$ cat src/hdl/cdrv_pkg.sv
// ----------------------------------------------------------------------------
// CORDIC degree package
// Shared widths, codes, the arctangent table in degrees times 256, and the
// step control type used by the sequencer and the shared micro-rotation unit.
// ----------------------------------------------------------------------------
`default_nettype none

package cdrv_pkg;

   // Internal datapath widths. The x/y path holds the 3D magnitude with gain.
   localparam int DATA_W      = 28;
   localparam int ANG_W       = 18;
   localparam int OUT_W       = 25;
   localparam int IN_W        = 16;
   localparam int CFG_W       = 15;
   localparam int DEG_W       = 9;
   localparam int MODE_W      = 2;
   localparam int CSR_IDX_W   = 1;
   localparam int TBL_IDX_W   = 4;
   localparam int TBL_DEPTH   = 16;
   localparam int SCALE_SHIFT = 8;
   localparam int GAIN_FRAC   = 15;

   // Default for the number of micro-rotations.
   localparam int ITERATIONS_DEF = 16;

   typedef logic signed [DATA_W-1:0] data_type;
   typedef logic signed [ANG_W-1:0]  angle_type;
   typedef logic signed [OUT_W-1:0]  out_type;

   // Operating modes.
   localparam logic [MODE_W-1:0] MODE_ROTATE = 2'd0;
   localparam logic [MODE_W-1:0] MODE_VECTOR = 2'd1;
   localparam logic [MODE_W-1:0] MODE_ELEV   = 2'd2;

   // Configuration register indexes.
   localparam logic [CSR_IDX_W-1:0] CSR_INIT_X = 1'b0;
   localparam logic [CSR_IDX_W-1:0] CSR_GAIN   = 1'b1;

   localparam logic [CFG_W-1:0] INIT_X_RESET = 15'd19898;
   localparam logic [CFG_W-1:0] GAIN_RESET   = 15'd19898;

   // Degree thresholds and quadrant bases.
   localparam logic [DEG_W-1:0] DEG_90  = 9'd90;
   localparam logic [DEG_W-1:0] DEG_270 = 9'd270;
   localparam logic [DEG_W-1:0] DEG_360 = 9'd360;
   localparam angle_type ACC_180 = angle_type'(180 * 256);
   localparam angle_type ACC_360 = angle_type'(360 * 256);

   // Arctangent of 2^-i in degrees times 256.
   localparam angle_type ATAN_TABLE [0:TBL_DEPTH-1] = '{
      18'sd11520, 18'sd6801, 18'sd3593, 18'sd1824, 18'sd916, 18'sd458,
      18'sd229,   18'sd115,  18'sd57,   18'sd29,   18'sd14,  18'sd7,
      18'sd4,     18'sd2,    18'sd1,    18'sd0
   };

   localparam data_type OUT_MAX_D = data_type'(2 ** (OUT_W - 1) - 1);
   localparam data_type OUT_MIN_D = data_type'(-(2 ** (OUT_W - 1)));

   // Direction of one micro-rotation and of the angle update.
   typedef struct packed {
      logic ccw;
      logic ang_add;
   } step_ctrl_type;

   // Clamp an internal value to the result range.
   function automatic out_type sat_out(input data_type v);
      out_type r;
      if (v > OUT_MAX_D) begin
         r = out_type'(OUT_MAX_D);
      end else if (v < OUT_MIN_D) begin
         r = out_type'(OUT_MIN_D);
      end else begin
         r = v[OUT_W-1:0];
      end
      return r;
   endfunction

endpackage

`default_nettype wire

$ cat src/hdl/cdrv_step.sv
// ----------------------------------------------------------------------------
// CORDIC micro-rotation unit
// One shift-add step on x, y and the angle accumulator, shared by every
// iteration of every pass.
// ----------------------------------------------------------------------------
`default_nettype none

module cdrv_step
   import cdrv_pkg::*;
(
   input  data_type               x_cur,
   input  data_type               y_cur,
   input  angle_type              a_cur,
   input  logic [TBL_IDX_W-1:0]   idx,
   input  step_ctrl_type          ctrl,
   output data_type               x_nxt,
   output data_type               y_nxt,
   output angle_type              a_nxt
);

   data_type sx;
   data_type sy;

   // Arithmetic shifts by the iteration number.
   assign sx = x_cur >>> idx;
   assign sy = y_cur >>> idx;

   // Rotate counterclockwise or clockwise.
   assign x_nxt = ctrl.ccw ? (x_cur - sy) : (x_cur + sy);
   assign y_nxt = ctrl.ccw ? (y_cur + sx) : (y_cur - sx);

   // Track the angle turned so far.
   assign a_nxt = ctrl.ang_add ? (a_cur + ATAN_TABLE[idx]) : (a_cur - ATAN_TABLE[idx]);

endmodule

`default_nettype wire

$ cat src/hdl/cdrv_gain.sv
// ----------------------------------------------------------------------------
// CORDIC gain correction
// Multiplies the magnitude by the Q15 gain and drops the fraction, rounding
// towards minus infinity.
// ----------------------------------------------------------------------------
`default_nettype none

module cdrv_gain
   import cdrv_pkg::*;
(
   input  data_type             x_val,
   input  logic [CFG_W-1:0]     gain,
   output data_type             x_scaled
);

   localparam int PROD_W = DATA_W + CFG_W + 1;

   logic signed [PROD_W-1:0] prod;

   // Signed product with the gain taken as a positive value.
   assign prod = PROD_W'(x_val) * PROD_W'($signed({1'b0, gain}));

   // The scaled magnitude always fits the internal width.
   assign x_scaled = prod[GAIN_FRAC +: DATA_W];

endmodule

`default_nettype wire

$ cat src/hdl/cordic_degree_rotate_vector.sv
// Sequence: modes 0 and 1 run one pass of the shared unit and then a finish step,
// mode 2 runs two passes of the shared unit, a gain step after each and a setup
// step between, and the unused mode strobes its result in the very next cycle.
// Throughput: busy drops in the strobe cycle, so a new item can be taken from the
// strobe cycle on, and an unused-mode item never raises busy. The receiver cannot
// stall results. Reset clears the sequencer and strobe and loads both registers.
// ----------------------------------------------------------------------------
// CORDIC rotate and vector, degree units
// Sequencer around one shared micro-rotation unit and one gain multiplier,
// giving sine/cosine, azimuth/magnitude, or elevation/3D magnitude.
// ----------------------------------------------------------------------------
`default_nettype none

module cordic_degree_rotate_vector
   import cdrv_pkg::*;
#(
   parameter int ITERATIONS = ITERATIONS_DEF
)
(
   input  logic                    clock,
   input  logic                    reset,
   input  logic                    start,
   output logic                    busy,
   input  logic [MODE_W-1:0]       req_mode,
   input  logic [DEG_W-1:0]        req_angle_deg,
   input  logic signed [IN_W-1:0]  req_x_in,
   input  logic signed [IN_W-1:0]  req_y_in,
   input  logic signed [IN_W-1:0]  req_z_in,
   output logic                    rsp_valid,
   output logic signed [OUT_W-1:0] rsp_x_out,
   output logic signed [OUT_W-1:0] rsp_y_out,
   output logic signed [ANG_W-1:0] rsp_angle_theta,
   output logic signed [ANG_W-1:0] rsp_angle_phi,
   input  logic                    csr_valid,
   output logic                    csr_ready,
   input  logic [CSR_IDX_W-1:0]    csr_index,
   input  logic [CFG_W-1:0]        csr_wdata
);

   localparam int CNT_W = (ITERATIONS > 1) ? $clog2(ITERATIONS) : 1;
   localparam logic [CNT_W-1:0] CNT_LAST = CNT_W'(ITERATIONS - 1);

   typedef enum logic [1:0] {
      ST_IDLE,
      ST_ITER,
      ST_FINISH,
      ST_SETUP2
   } state_type;

   typedef struct packed {
      data_type  x;
      data_type  y;
      angle_type a;
   } fold_type;

   // Move a vector into the right half plane and pick the angle base.
   function automatic fold_type fold_vec(input data_type xi, input data_type yi);
      fold_type f;
      if (xi < 0) begin
         f.x = -xi;
         f.y = -yi;
         f.a = ACC_180;
      end else if (yi < 0) begin
         f.x = xi;
         f.y = yi;
         f.a = ACC_360;
      end else begin
         f.x = xi;
         f.y = yi;
         f.a = '0;
      end
      return f;
   endfunction

   state_type        state_ff, state_in;
   logic [CNT_W-1:0] cnt_ff, cnt_in;
   data_type         x_ff, x_in;
   data_type         y_ff, y_in;
   angle_type        a_ff, a_in;
   angle_type        target_ff, target_in;
   logic [MODE_W-1:0] mode_ff, mode_in;
   logic             flip_ff, flip_in;
   logic             pass2_ff, pass2_in;
   logic signed [IN_W-1:0] z_ff, z_in;
   angle_type        theta_hold_ff, theta_hold_in;
   out_type          yhold_ff, yhold_in;
   logic [CFG_W-1:0] init_x_ff, init_x_in;
   logic [CFG_W-1:0] gain_ff, gain_in;
   logic             rsp_valid_ff, rsp_valid_in;
   out_type          rsp_x_ff, rsp_x_in;
   out_type          rsp_y_ff, rsp_y_in;
   angle_type        rsp_theta_ff, rsp_theta_in;
   angle_type        rsp_phi_ff, rsp_phi_in;

   step_ctrl_type    step_ctrl;
   data_type         step_x, step_y;
   angle_type        step_a;
   data_type         gain_x;
   fold_type         fold_req, fold_z;
   logic [DEG_W-1:0] deg_red;
   logic             accept;

   // Shared micro-rotation unit.
   cdrv_step u_step (
      .x_cur (x_ff),
      .y_cur (y_ff),
      .a_cur (a_ff),
      .idx   (TBL_IDX_W'(cnt_ff)),
      .ctrl  (step_ctrl),
      .x_nxt (step_x),
      .y_nxt (step_y),
      .a_nxt (step_a)
   );

   // Shared gain multiplier.
   cdrv_gain u_gain (
      .x_val    (x_ff),
      .gain     (gain_ff),
      .x_scaled (gain_x)
   );

   assign accept    = start && (state_ff == ST_IDLE);
   assign busy      = (state_ff != ST_IDLE);
   assign csr_ready = 1'b1;

   // Rotation direction: steer the angle in rotation, steer y to zero otherwise.
   always_comb begin
      if (mode_ff == MODE_ROTATE) begin
         step_ctrl.ang_add = (target_ff > a_ff);
         step_ctrl.ccw     = (target_ff > a_ff);
      end else begin
         step_ctrl.ang_add = (y_ff > 0);
         step_ctrl.ccw     = !(y_ff > 0);
      end
   end

   // Setup values for a new item and for the elevation pass.
   assign fold_req = fold_vec(data_type'(req_x_in) <<< SCALE_SHIFT,
                              data_type'(req_y_in) <<< SCALE_SHIFT);
   assign fold_z   = fold_vec(x_ff, data_type'(z_ff) <<< SCALE_SHIFT);
   assign deg_red  = (req_angle_deg >= DEG_360) ? (req_angle_deg - DEG_360) : req_angle_deg;

   // Sequencer next-state and datapath loads.
   always_comb begin
      state_in      = state_ff;
      cnt_in        = cnt_ff;
      x_in          = x_ff;
      y_in          = y_ff;
      a_in          = a_ff;
      target_in     = target_ff;
      mode_in       = mode_ff;
      flip_in       = flip_ff;
      pass2_in      = pass2_ff;
      z_in          = z_ff;
      theta_hold_in = theta_hold_ff;
      yhold_in      = yhold_ff;
      init_x_in     = init_x_ff;
      gain_in       = gain_ff;
      rsp_valid_in  = 1'b0;
      rsp_x_in      = rsp_x_ff;
      rsp_y_in      = rsp_y_ff;
      rsp_theta_in  = rsp_theta_ff;
      rsp_phi_in    = rsp_phi_ff;

      // Register writes.
      if (csr_valid) begin
         case (csr_index)
            CSR_INIT_X: init_x_in = csr_wdata;
            CSR_GAIN:   gain_in   = csr_wdata;
            default:    ;
         endcase
      end

      case (state_ff)
         ST_IDLE: begin
            if (accept) begin
               mode_in  = req_mode;
               z_in     = req_z_in;
               cnt_in   = '0;
               pass2_in = 1'b0;
               flip_in  = (deg_red > DEG_90) && (deg_red <= DEG_270);
               case (req_mode)
                  MODE_ROTATE: begin
                     x_in      = data_type'({1'b0, init_x_ff});
                     y_in      = '0;
                     target_in = angle_type'({1'b0, deg_red, {SCALE_SHIFT{1'b0}}});
                     if (deg_red > DEG_270) begin
                        a_in = ACC_360;
                     end else if (deg_red > DEG_90) begin
                        a_in = ACC_180;
                     end else begin
                        a_in = '0;
                     end
                     state_in = ST_ITER;
                  end
                  MODE_VECTOR, MODE_ELEV: begin
                     x_in     = fold_req.x;
                     y_in     = fold_req.y;
                     a_in     = fold_req.a;
                     state_in = ST_ITER;
                  end
                  default: begin
                     // Unused mode: one all-zero result.
                     rsp_valid_in = 1'b1;
                     rsp_x_in     = '0;
                     rsp_y_in     = '0;
                     rsp_theta_in = '0;
                     rsp_phi_in   = '0;
                  end
               endcase
            end
         end

         ST_ITER: begin
            x_in   = step_x;
            y_in   = step_y;
            a_in   = step_a;
            cnt_in = cnt_ff + 1'b1;
            if (cnt_ff == CNT_LAST) begin
               state_in = ST_FINISH;
            end
         end

         ST_FINISH: begin
            if (mode_ff == MODE_ROTATE) begin
               // Quadrants 2 and 3 negate cosine and sine.
               rsp_valid_in = 1'b1;
               rsp_x_in     = sat_out(flip_ff ? -x_ff : x_ff);
               rsp_y_in     = sat_out(flip_ff ? -y_ff : y_ff);
               rsp_theta_in = '0;
               rsp_phi_in   = '0;
               state_in     = ST_IDLE;
            end else if (pass2_ff) begin
               // End of the elevation pass.
               rsp_valid_in = 1'b1;
               rsp_x_in     = sat_out(gain_x);
               rsp_y_in     = yhold_ff;
               rsp_theta_in = theta_hold_ff;
               rsp_phi_in   = a_ff;
               state_in     = ST_IDLE;
            end else if (mode_ff == MODE_ELEV) begin
               // Keep the azimuth results and chain the magnitude on.
               theta_hold_in = a_ff;
               yhold_in      = sat_out(y_ff);
               x_in          = gain_x;
               state_in      = ST_SETUP2;
            end else begin
               rsp_valid_in = 1'b1;
               rsp_x_in     = sat_out(gain_x);
               rsp_y_in     = sat_out(y_ff);
               rsp_theta_in = a_ff;
               rsp_phi_in   = '0;
               state_in     = ST_IDLE;
            end
         end

         ST_SETUP2: begin
            x_in     = fold_z.x;
            y_in     = fold_z.y;
            a_in     = fold_z.a;
            cnt_in   = '0;
            pass2_in = 1'b1;
            state_in = ST_ITER;
         end

         default: begin
            state_in = ST_IDLE;
         end
      endcase
   end

   // State and registered outputs.
   always_ff @(posedge clock) begin
      if (reset) begin
         state_ff     <= ST_IDLE;
         rsp_valid_ff <= 1'b0;
         init_x_ff    <= INIT_X_RESET;
         gain_ff      <= GAIN_RESET;
      end else begin
         state_ff     <= state_in;
         rsp_valid_ff <= rsp_valid_in;
         init_x_ff    <= init_x_in;
         gain_ff      <= gain_in;
      end
      cnt_ff        <= cnt_in;
      x_ff          <= x_in;
      y_ff          <= y_in;
      a_ff          <= a_in;
      target_ff     <= target_in;
      mode_ff       <= mode_in;
      flip_ff       <= flip_in;
      pass2_ff      <= pass2_in;
      z_ff          <= z_in;
      theta_hold_ff <= theta_hold_in;
      yhold_ff      <= yhold_in;
      rsp_x_ff      <= rsp_x_in;
      rsp_y_ff      <= rsp_y_in;
      rsp_theta_ff  <= rsp_theta_in;
      rsp_phi_ff    <= rsp_phi_in;
   end

   assign rsp_valid       = rsp_valid_ff;
   assign rsp_x_out       = rsp_x_ff;
   assign rsp_y_out       = rsp_y_ff;
   assign rsp_angle_theta = rsp_theta_ff;
   assign rsp_angle_phi   = rsp_phi_ff;

endmodule

`default_nettype wire

$ cat config.mk
export PLATFORM = sky130hd
export DESIGN_NAME = cordic_degree_rotate_vector
export DESIGN_NICKNAME = d
export VERILOG_FILES = /design/src/hdl/cdrv_pkg.sv /design/src/hdl/cdrv_step.sv /design/src/hdl/cdrv_gain.sv /design/src/hdl/cordic_degree_rotate_vector.sv
export SDC_FILE = /design/constraint.sdc
export NUM_CORES = 2
export LEC_CHECK = 0
export BUFFER_PORTS_ARGS = -buffer_cell sky130_fd_sc_hd__buf_2
export CORE_ASPECT_RATIO = 1.5
export CORE_UTILIZATION = 50
export DETAILED_ROUTE_END_ITERATION = 10
export PLACE_DENSITY = 0.64
export SETUP_SLACK_MARGIN = 0.2
export SYNTH_ARGS = -nofsm -noshare
export SYNTH_HDL_FRONTEND = slang
export SYNTH_SLANG_ARGS = --single-unit
export TNS_END_PERCENT = 5
$ cat constraint.sdc
create_clock -name clock -period 14.6 [get_ports clock]
set_clock_uncertainty 0.15 [all_clocks]
set_input_delay 1.46 -clock clock [delete_from_list [all_inputs] [get_ports clock]]
set_output_delay 1.46 -clock clock [all_outputs]
set_load 0.05 [all_outputs]
==> results.toml <==
[outcome]
status = "completed"

[critical_path]
worstSetupStartpointType = "flop"
path_max_fanout = 29
slowest_delay_ns = 1.14
cp_slowest_cell = "dfxtp_1"
cp.required_ns = 14.91
worstSetupPathType = "reg2reg"
crit_buf_inv = 5
crit_family = "adder cells"
worst-r2r-cell-count = 24
crit_top_cell = "fa_1"
crit_cells = 24
cp-end-kind = "flop"
worstPathArrival_ns = 9.41
path_cells = "nand2_1, fa_1, inv_1, fa_1, inv_1, fa_1, inv_1, fa_1, fa_1, inv_1, fa_1, inv_1, ha_1, a21o_1, a311oi_1, o21ai_0, o2111a_1, o21ai_0, a21oi_1, o211a_1, nor4b_1, a41oi_1, nor2_2, a221o_1"

[floorplan]
die_w_um = 222
die_h_um = 332
ios = 168
placementRows = 120
die_area_sq_mm = 0.0736
fp.coreArea_sq_mm = 0.0716
start_util = 0.506

[detailed_routing]
routedWlPerCell_um = 22.7
drtAntennaViolNets = 0
routed_wl_um = 111000
route.vias.total = 29100
dr.pass1.iters = 6
first_iter_violations = 2157
vias_per_cell = 5.96
drc = 0

[logic_synthesis]
synth_edf_count = 236
yosys_warnings = 0
synth_nets = 4625
synth_cell_types = 94
synthCells = 3945
syn_area_sq_mm = 0.0362
synth_flop_cell = "edfxtp_1"
async_flop_share = 0
ys_seq_area_frac = 0.214
ys_ff_latch = 269
avgSynthCellArea_sq_um = 9.19

[sta]
rsz0062_at_grt = "no"
final-setup-viol-count = 0
hold_viol = 0
fin_tns_setup_ns = 0
fin_crit_ns = 9.10
timing.hold.ws_ns = 0.313
worst_pin_slew_ns = 1.23
period_share = 0.623
drv_slew = 0
clock.fmax_mhz = 110
slew_headroom = 0.177

[global_route]
grt_start_max_net_pins = 62
grt_overflow = 0
grt_pass1_wl_um = 172000
grt_use_total = 0.304
antenna_found_initial = 0
grt_pass1_vias = 30300

[layout]
final_util = 0.541
drive_above_1_share = 0.100
design_area_sq_mm = 0.0387
final_common_cell = "inv_1"
n_antenna_cell = 0
fillers = 6581
final_cell_mix = "inv_1 (499), nand2_1 (496), fa_1 (399)"
regArea_sq_mm = 0.00775
multiInputGateArea_sq_mm = 0.0256
syn_to_final_growth_pct = 6.83
final_net_count = 4633

[hold_path]
hold_path.class = "reg2reg"
whs_path_depth = 2

[clocking]
cts_sinks = 269
cts-root-buf = "clkbuf_16"
ctsResizeCount = 0
cts_made_buffers = 28
tritoncts = "yes"
worstSkewPairLatency_ns = 0.60
clkTransAtPathRegs_ns = 0.07
clockBufferDepth = 3
htree_num_levels = 1
cts_hold_buf = 0
cts_post_setup_buffers_inserted = 0

[placement]
gp_congestion = 0.979
post-dp-hpwl_um = 85500
io_buffers = 166
place_area_sq_mm = 0.0378

[run]
maxCapViolCount = 0
[kinds of logic (layout without fill, tap and decap cells)]
family / Yosys count / in the layout / synth area share
other: 1 / 1 / 0.000103
multiplexers: 156 / 156 / 0.0644
XOR/XNOR: 271 / 271 / 0.0655
AND/OR/NAND/NOR: 1182 / 1182 / 0.158
flip-flops: 269 / 269 / 0.214
buffers and inverters: 762 / 791 / 0.0807
AO/OA/AOI/OAI: 703 / 703 / 0.127
adder cells (fa/ha/maj): 601 / 601 / 0.290
[Yosys cell counts (all sizes together) (21+ instances only)]
master | instances | share of area
a221o | 21 | 0.0058
clkbuf | 206 | 0.021
nor2b | 22 | 0.0038
xnor2 | 150 | 0.036
edfxtp | 236 | 0.20
inv | 502 | 0.052
nor3 | 54 | 0.0075
and2 | 215 | 0.037
o21ai | 170 | 0.024
fa | 399 | 0.22
buf | 51 | 0.0070
o31ai | 27 | 0.0056
mux4 | 58 | 0.037
and3 | 35 | 0.0060
mux2i | 76 | 0.021
a21oi | 179 | 0.025
nand3b | 23 | 0.0048
ha | 202 | 0.070
xor2 | 121 | 0.029
or3 | 27 | 0.0047
nand3 | 40 | 0.0055
dfxtp | 33 | 0.018
nor2 | 175 | 0.019
a31oi | 24 | 0.0041
mux2 | 22 | 0.0068
a21o | 49 | 0.010
nand2 | 498 | 0.052
o221ai | 41 | 0.0099
o21a | 36 | 0.0075
nand2b | 30 | 0.0052
[per-layer routing]
metal  track usage  share of wire
met3        0.0328          0.049
met1         0.324           0.35
met2         0.565           0.53
met4         0.199          0.074
met5             0              0
[worst paths after layout]
kind | slack [ns] | start | end
hold / removal | 0.31 | init_x_ff[6]$_SDFFE_PP0P_ | init_x_ff[6]$_SDFFE_PP0P_
hold reg to reg | 0.31 | init_x_ff[6]$_SDFFE_PP0P_ | init_x_ff[6]$_SDFFE_PP0P_
setup / recovery | 5.50 | gain_ff[9]$_SDFFE_PP0P_ | rsp_x_out[15]$_SDFFCE_PN0P_
setup reg to reg | 5.50 | gain_ff[9]$_SDFFE_PP0P_ | rsp_x_out[15]$_SDFFCE_PN0P_
[per-stage QoR]
step,setup WS (ns),instances
after floorplan,2.52,3945
after global placement,5.74,4838
after detailed placement,5.60,4838
after CTS,5.56,4889
after global routing,5.08,4889
final,5.50,4889
[cell type report]
cell class	count	share of cell area
multi-input combinational	2914	0.662
timing repair buffer	235	0.0348
clock buffer	32	0.0190
clock inverter	19	0.00520
tap	915	0.0296
inverter	505	0.0490
sequential	269	0.200
[tightest hold or removal path, stage by stage, from the launching register on]
cell     delay (ns)
dfxtp_1        0.31
nand2_1        0.05
a21oi_1        0.05
[sequential cells by signal, indices dropped and copies added, names as in the netlist, 16 cells and up]
signal / flops
a_ff: 18
rsp_angle_theta: 18
rsp_angle_phi: 18
y_ff: 28
rsp_y_out: 25
yhold_ff: 25
theta_hold_ff: 18
z_ff: 16
rsp_x_out: 25
x_ff: 28
Power is not shown: default switching activity piles up to over one toggle a cycle in this logic, so the estimate is an artifact.
